### src/hw/rtl/modexp_pkg.sv
package modexp_pkg;

    localparam int DEFAULT_MOD_WIDTH = 32;
    localparam int BASE_W = 64;
    localparam int POW_W = 64;
    localparam int DIV_W = 32;
    localparam int RES_W = 31;

    typedef struct packed {
        logic signed [BASE_W-1:0] base_value;
        logic signed [POW_W-1:0]  power;
        logic signed [DIV_W-1:0]  divisor_modulus;
    } modexp_in_t;

    typedef struct packed {
        logic [RES_W-1:0] residue;
        logic             error_flag;
    } modexp_out_t;

    // datapath operations
    localparam logic [2:0] OP_LOAD   = 3'd0;
    localparam logic [2:0] OP_RBASE  = 3'd1;
    localparam logic [2:0] OP_EUCLID = 3'd2;
    localparam logic [2:0] OP_MUL    = 3'd3;
    localparam logic [2:0] OP_SQR    = 3'd4;
    localparam logic [2:0] OP_FIXINV = 3'd5;
    localparam logic [2:0] OP_NONE   = 3'd6;

    typedef struct packed {
        logic       start;
        logic [2:0] op;
    } modexp_cmd_t;

    typedef struct packed {
        logic busy;
        logic m_zero;
        logic m_one;
        logic exp_neg;
        logic exp_zero;
        logic exp_lsb;
        logic euclid_done;
        logic inv_ok;
    } modexp_sts_t;

endpackage

### src/hw/rtl/modexp_ctrl.sv
module modexp_ctrl
    import modexp_pkg::*;
(
    input  logic        aclk,
    input  logic        aresetn,
    input  logic        s_valid,
    output logic        s_ready,
    output logic        m_valid,
    input  logic        m_ready,
    output logic        err,
    input  modexp_sts_t sts,
    output modexp_cmd_t cmd
);

    localparam logic [3:0] ST_IDLE  = 4'd0;
    localparam logic [3:0] ST_CHK   = 4'd1;
    localparam logic [3:0] ST_RED   = 4'd2;
    localparam logic [3:0] ST_EUC   = 4'd3;
    localparam logic [3:0] ST_FIX   = 4'd4;
    localparam logic [3:0] ST_LOOP  = 4'd5;
    localparam logic [3:0] ST_SQR   = 4'd6;
    localparam logic [3:0] ST_OUT   = 4'd7;
    localparam logic [3:0] ST_WAIT  = 4'd8;

    logic [3:0] state_reg, state_next;
    logic       err_reg, err_next;
    logic       pend_reg, pend_next;

    assign s_ready = (state_reg == ST_IDLE);
    assign m_valid = (state_reg == ST_OUT);
    assign err = err_reg;

    always_comb begin
        state_next = state_reg;
        err_next = err_reg;
        pend_next = pend_reg;
        cmd.start = 1'b0;
        cmd.op = OP_NONE;
        // datapath is busy while pend_reg or sts.busy; wait for writeback
        if (pend_reg) begin
            if (!sts.busy) begin
                pend_next = 1'b0;
            end
        end else begin
            unique case (state_reg)
                ST_IDLE: begin
                    if (s_valid) begin
                        cmd.start = 1'b1; cmd.op = OP_LOAD;
                        err_next = 1'b0;
                        state_next = ST_CHK;
                    end
                end
                ST_CHK: begin
                    if (sts.m_zero) begin
                        err_next = 1'b1;
                        state_next = ST_OUT;
                    end else begin
                        cmd.start = 1'b1; cmd.op = OP_RBASE;
                        pend_next = 1'b1;
                        state_next = ST_RED;
                    end
                end
                ST_RED: begin
                    if (sts.exp_neg && !sts.m_one) begin
                        state_next = ST_EUC;
                    end else if (sts.exp_neg) begin
                        cmd.start = 1'b1; cmd.op = OP_FIXINV;
                        state_next = ST_LOOP;
                    end else begin
                        state_next = ST_LOOP;
                    end
                end
                ST_EUC: begin
                    if (sts.euclid_done) begin
                        state_next = ST_FIX;
                    end else begin
                        cmd.start = 1'b1; cmd.op = OP_EUCLID;
                        pend_next = 1'b1;
                    end
                end
                ST_FIX: begin
                    if (!sts.inv_ok) begin
                        err_next = 1'b1;
                        state_next = ST_OUT;
                    end else begin
                        cmd.start = 1'b1; cmd.op = OP_FIXINV;
                        state_next = ST_LOOP;
                    end
                end
                ST_LOOP: begin
                    if (sts.exp_zero) begin
                        state_next = ST_OUT;
                    end else if (sts.exp_lsb) begin
                        cmd.start = 1'b1; cmd.op = OP_MUL;
                        pend_next = 1'b1;
                        state_next = ST_SQR;
                    end else begin
                        state_next = ST_SQR;
                    end
                end
                ST_SQR: begin
                    cmd.start = 1'b1; cmd.op = OP_SQR;
                    pend_next = 1'b1;
                    state_next = ST_WAIT;
                end
                ST_WAIT: state_next = ST_LOOP;
                ST_OUT: begin
                    if (m_ready) begin
                        state_next = ST_IDLE;
                    end
                end
                default: state_next = ST_IDLE;
            endcase
        end
    end

    always_ff @(posedge aclk) begin
        if (!aresetn) begin
            state_reg <= ST_IDLE;
            err_reg <= 1'b0;
            pend_reg <= 1'b0;
        end else begin
            state_reg <= state_next;
            err_reg <= err_next;
            pend_reg <= pend_next;
        end
    end

endmodule

### config.mk
export PLATFORM = sky130hd
export DESIGN_NAME = modexp_ctrl
export DESIGN_NICKNAME = d
export VERILOG_FILES = /design/src/hw/rtl/modexp_pkg.sv /design/src/hw/rtl/modexp_ctrl.sv
export SDC_FILE = /design/constraint.sdc
export NUM_CORES = 1
export LEC_CHECK = 0
export ABC_AREA = 1
export BUFFER_PORTS_ARGS = -buffer_cell sky130_fd_sc_hd__buf_2
export CAP_MARGIN = 30
export CORE_AREA = 2 2 39 41
export CTS_CLUSTER_DIAMETER = 150
export DETAILED_ROUTE_END_ITERATION = 12
export DIE_AREA = 0 0 41 43
export HOLD_SLACK_MARGIN = 0.1
export PLACE_DENSITY = 0.83
export SETUP_SLACK_MARGIN = 0.4
export SYNTH_ARGS = -nofsm -noshare
export SYNTH_HDL_FRONTEND = slang
export SYNTH_SLANG_ARGS = --single-unit
### constraint.sdc
create_clock -name aclk -period 1.5 [get_ports aclk]
set_input_delay 0.3 -clock aclk [delete_from_list [all_inputs] [get_ports aclk]]
set_output_delay 0.3 -clock aclk [all_outputs]
set_load 0.02 [all_outputs]
==> results.toml <==
[worst_setup_path]
end_kind = "output pin"
critPathKind = "flip-flop to output pin"
worstPathArrival_ns = 1.64
worstPathRequired_ns = 1.20
r2r-start = "state_reg[2]"
reg2reg_to = "err"
crit_fanout = 4
reg2regPathDepth = 13
r2r_setup_slack_ns = -0.41
cp-start-kind = "flip-flop"

[clock_tree]
htreeDepth = 1
clock_latency_ns = 0.27
cts_buffers = 3
cts_tree = "done"
path_clk_slew_ns = 0.05
cts_root_buf = "clkbuf_4"
ctsLongestPathBuffers = 2
hold_buffers = 0
cts_sinks = 6

[cells_and_area]
fin_area_um2 = 1281
nets = 176
fillCellCount = 52
syn_to_final_growth_pct = 106.5
drive_above_1_share_pct = 67.28
antenna_cells = 0
largest_reg_flops = 4

[placement]
dp_slack_ns = -0.02504
io_buffers = 18
routabilityCongestion = 0.9408
hpwl_mm = 1.505
placed_area_um2 = 894.6

[drt]
drc_errors = 0
wl_mm = 3.951
first_pass_iters = 5
drt_iter0_markers = 155
route.vias.total = 1156
wl_per_cell_um = 22.20
ant_nets = 0
viasPerCell = 6.494

[die]
die_y_um = 43
num_rows = 14
start_util_pct = 44.85
pin_count = 19
design.core.area_um2 = 1384
die-area_um2 = 1763
dieWidth_um = 41

[sta]
period_share_pct = 129.3
drv_slew = 0
setup_viol = 8
rsz0062_at_grt = "yes"
fin_ws_ns = -0.4390
period_needed_ns = 1.939
finalHoldViolations = 0
slew-limit-headroom_pct = 75.06
hold_ws_ns = 0.2900
fmax_mhz = 515.7
clock_skew_ns = 0.0009245
max_slew.worst_pin.slew_ns = 0.3724

[yosys]
ys_ff_latch = 6
synthesis.area_um2 = 620.6
synthFlopType = "dfxtp_1"
synth.most_common_cell = "nand2_1"
async_flop_share_pct = 0
yosys_warnings = 0
synth.distinct_cells = 19
yosysSeqAreaShare_pct = 19.35
synthDominantCellAreaShare_pct = 19.35
netlist_instances = 113
synthTopCellsByCount = "31 x nand2_1, 17 x inv_1, 17 x nor2_1, 8 x a21oi_1, 7 x nand3_1"
yosys-top-cells-area = "dfxtp_1 19%, nand2_1 19%, inv_1 10%"
syn_nets = 125
yosysTopAreaCell = "dfxtp_1"
synth-edff-count = 0
syn_avg_cell_area_um2 = 5.492

[power_and_ir_drop]
internal_power_mw = 1.718
pwr-share-comb_pct = 84.6
seq_power_share_pct = 10.6
p_leak_nw = 0.6445
switching_power_mw = 2.004
max-vdd-ir-drop_uv = 2325
powerDensity_nw_per_um2 = 2905
power_mw = 3.722
switching_share_pct = 53.85
clkPwrFrac_pct = 4.8

[global_routing]
grt_pass1_vias = 1016
grt_max_degree = 8
antenna_found_initial = 0
grt_pass1_wl_mm = 4.595
grt_usage_pct = 39.30
grt_overflow = 0

[flow_run]
drv_cap = 0

[run_status]
status = "finished, violations left"
violations = "setup timing"

[min_path]
hp-start = "aresetn"
hold_end = "state_reg[3]"
hp-class = "input port to flip-flop"
worstHoldPathCells = 3
-- kinds of logic after synthesis --
group / after synthesis / share of synthesized area [%]
AO/OA/AOI/OAI: 17 / 14.92
buffers and inverters: 20 / 13.91
flip-flops: 6 / 19.36
AND/OR/NAND/NOR: 70 / 51.81
-- how the worst max path moves through the flow --
stage | depth (start not counted) | slack, ns | start | to
final | 8 | -0.44 | state_reg[2] | cmd[0]
after global routing | 8 | -0.45 | state_reg[2] | cmd[0]
after CTS | 8 | -0.25 | state_reg[3] | cmd[0]
after detailed placement | 8 | -0.03 | state_reg[2] | cmd[0]
after global placement | 8 | -0.03 | state_reg[2] | cmd[0]
after floorplan | 6 | 0.06 | state_reg[2] | cmd[3]
-- power groups by stage --
stage | logic [mW] | clock network (mW) | registers (mW)
floorplan | 1.28 | 0 | 0.324
global placement | 1.82 | 0 | 0.328
detailed placement | 1.86 | 0 | 0.332
CTS | 2.24 | 0.163 | 0.361
global route | 3.22 | 0.182 | 0.397
finish | 3.15 | 0.178 | 0.394
-- repair_timing --
| action | in CTS | in global routing |
|---|---|---|
| cloned | 0 | 0 |
| pin swaps | 12 | 21 |
| endpoints found under the setup margin | 12 | 13 |
| gates resized for setup | 37 | 38 |
| setup buffers | 6 | 9 |
-- layer usage --
metal  wire length [um]  share of wire [%]  GRT usage [%]
met1               1362                 34          43.87
met2               1695                 43          58.75
met3                488                 12          14.14
met4                404                 10          26.67
met5                  0                  0              0
-- cells in the final DEF, fill, tap and decap left out, drive strengths merged --
cell    count
buf        48
nand2      34
nor2       23
inv        18
a21oi       8
nand3       8
dfxtp       6
nand4       4
o21ai       4
clkbuf      3
o22ai       2
a31oi       2
o211ai      1
nor3        1
-- metrics by stage --
step / setup TNS (ns) / utilization [%] / instances
2_1_floorplan: 0 / - / 113
5_1_grt: -2.332 / 92.59 / 178
4_1_cts: -1.215 / 78.39 / 169
3_5_place_dp: -0.03622 / 64.65 / 160
3_3_place_gp: -0.03233 / 64.65 / 160
6_report: -2.263 / 92.59 / 178
-- worst max-delay path: stages, from the launching register on --
cell     delay (ns)
dfxtp_4        0.36
nor2_4         0.20
inv_2          0.08
nor2_4         0.17
nand2_2        0.10
nand2_2        0.10
inv_4          0.05
a31oi_4        0.16
buf_6          0.15
-- area by class of cell --
class	count	area [um^2]	share of cell area [%]
multi-input combinational	87	620.6	48.44
timing repair buffer	48	401.6	31.35
sequential	6	133.9	10.45
inverter	18	82.58	6.445
clock buffer	3	22.52	1.758
tap	16	20.02	1.562
Power figures use the tool's default switching activity.
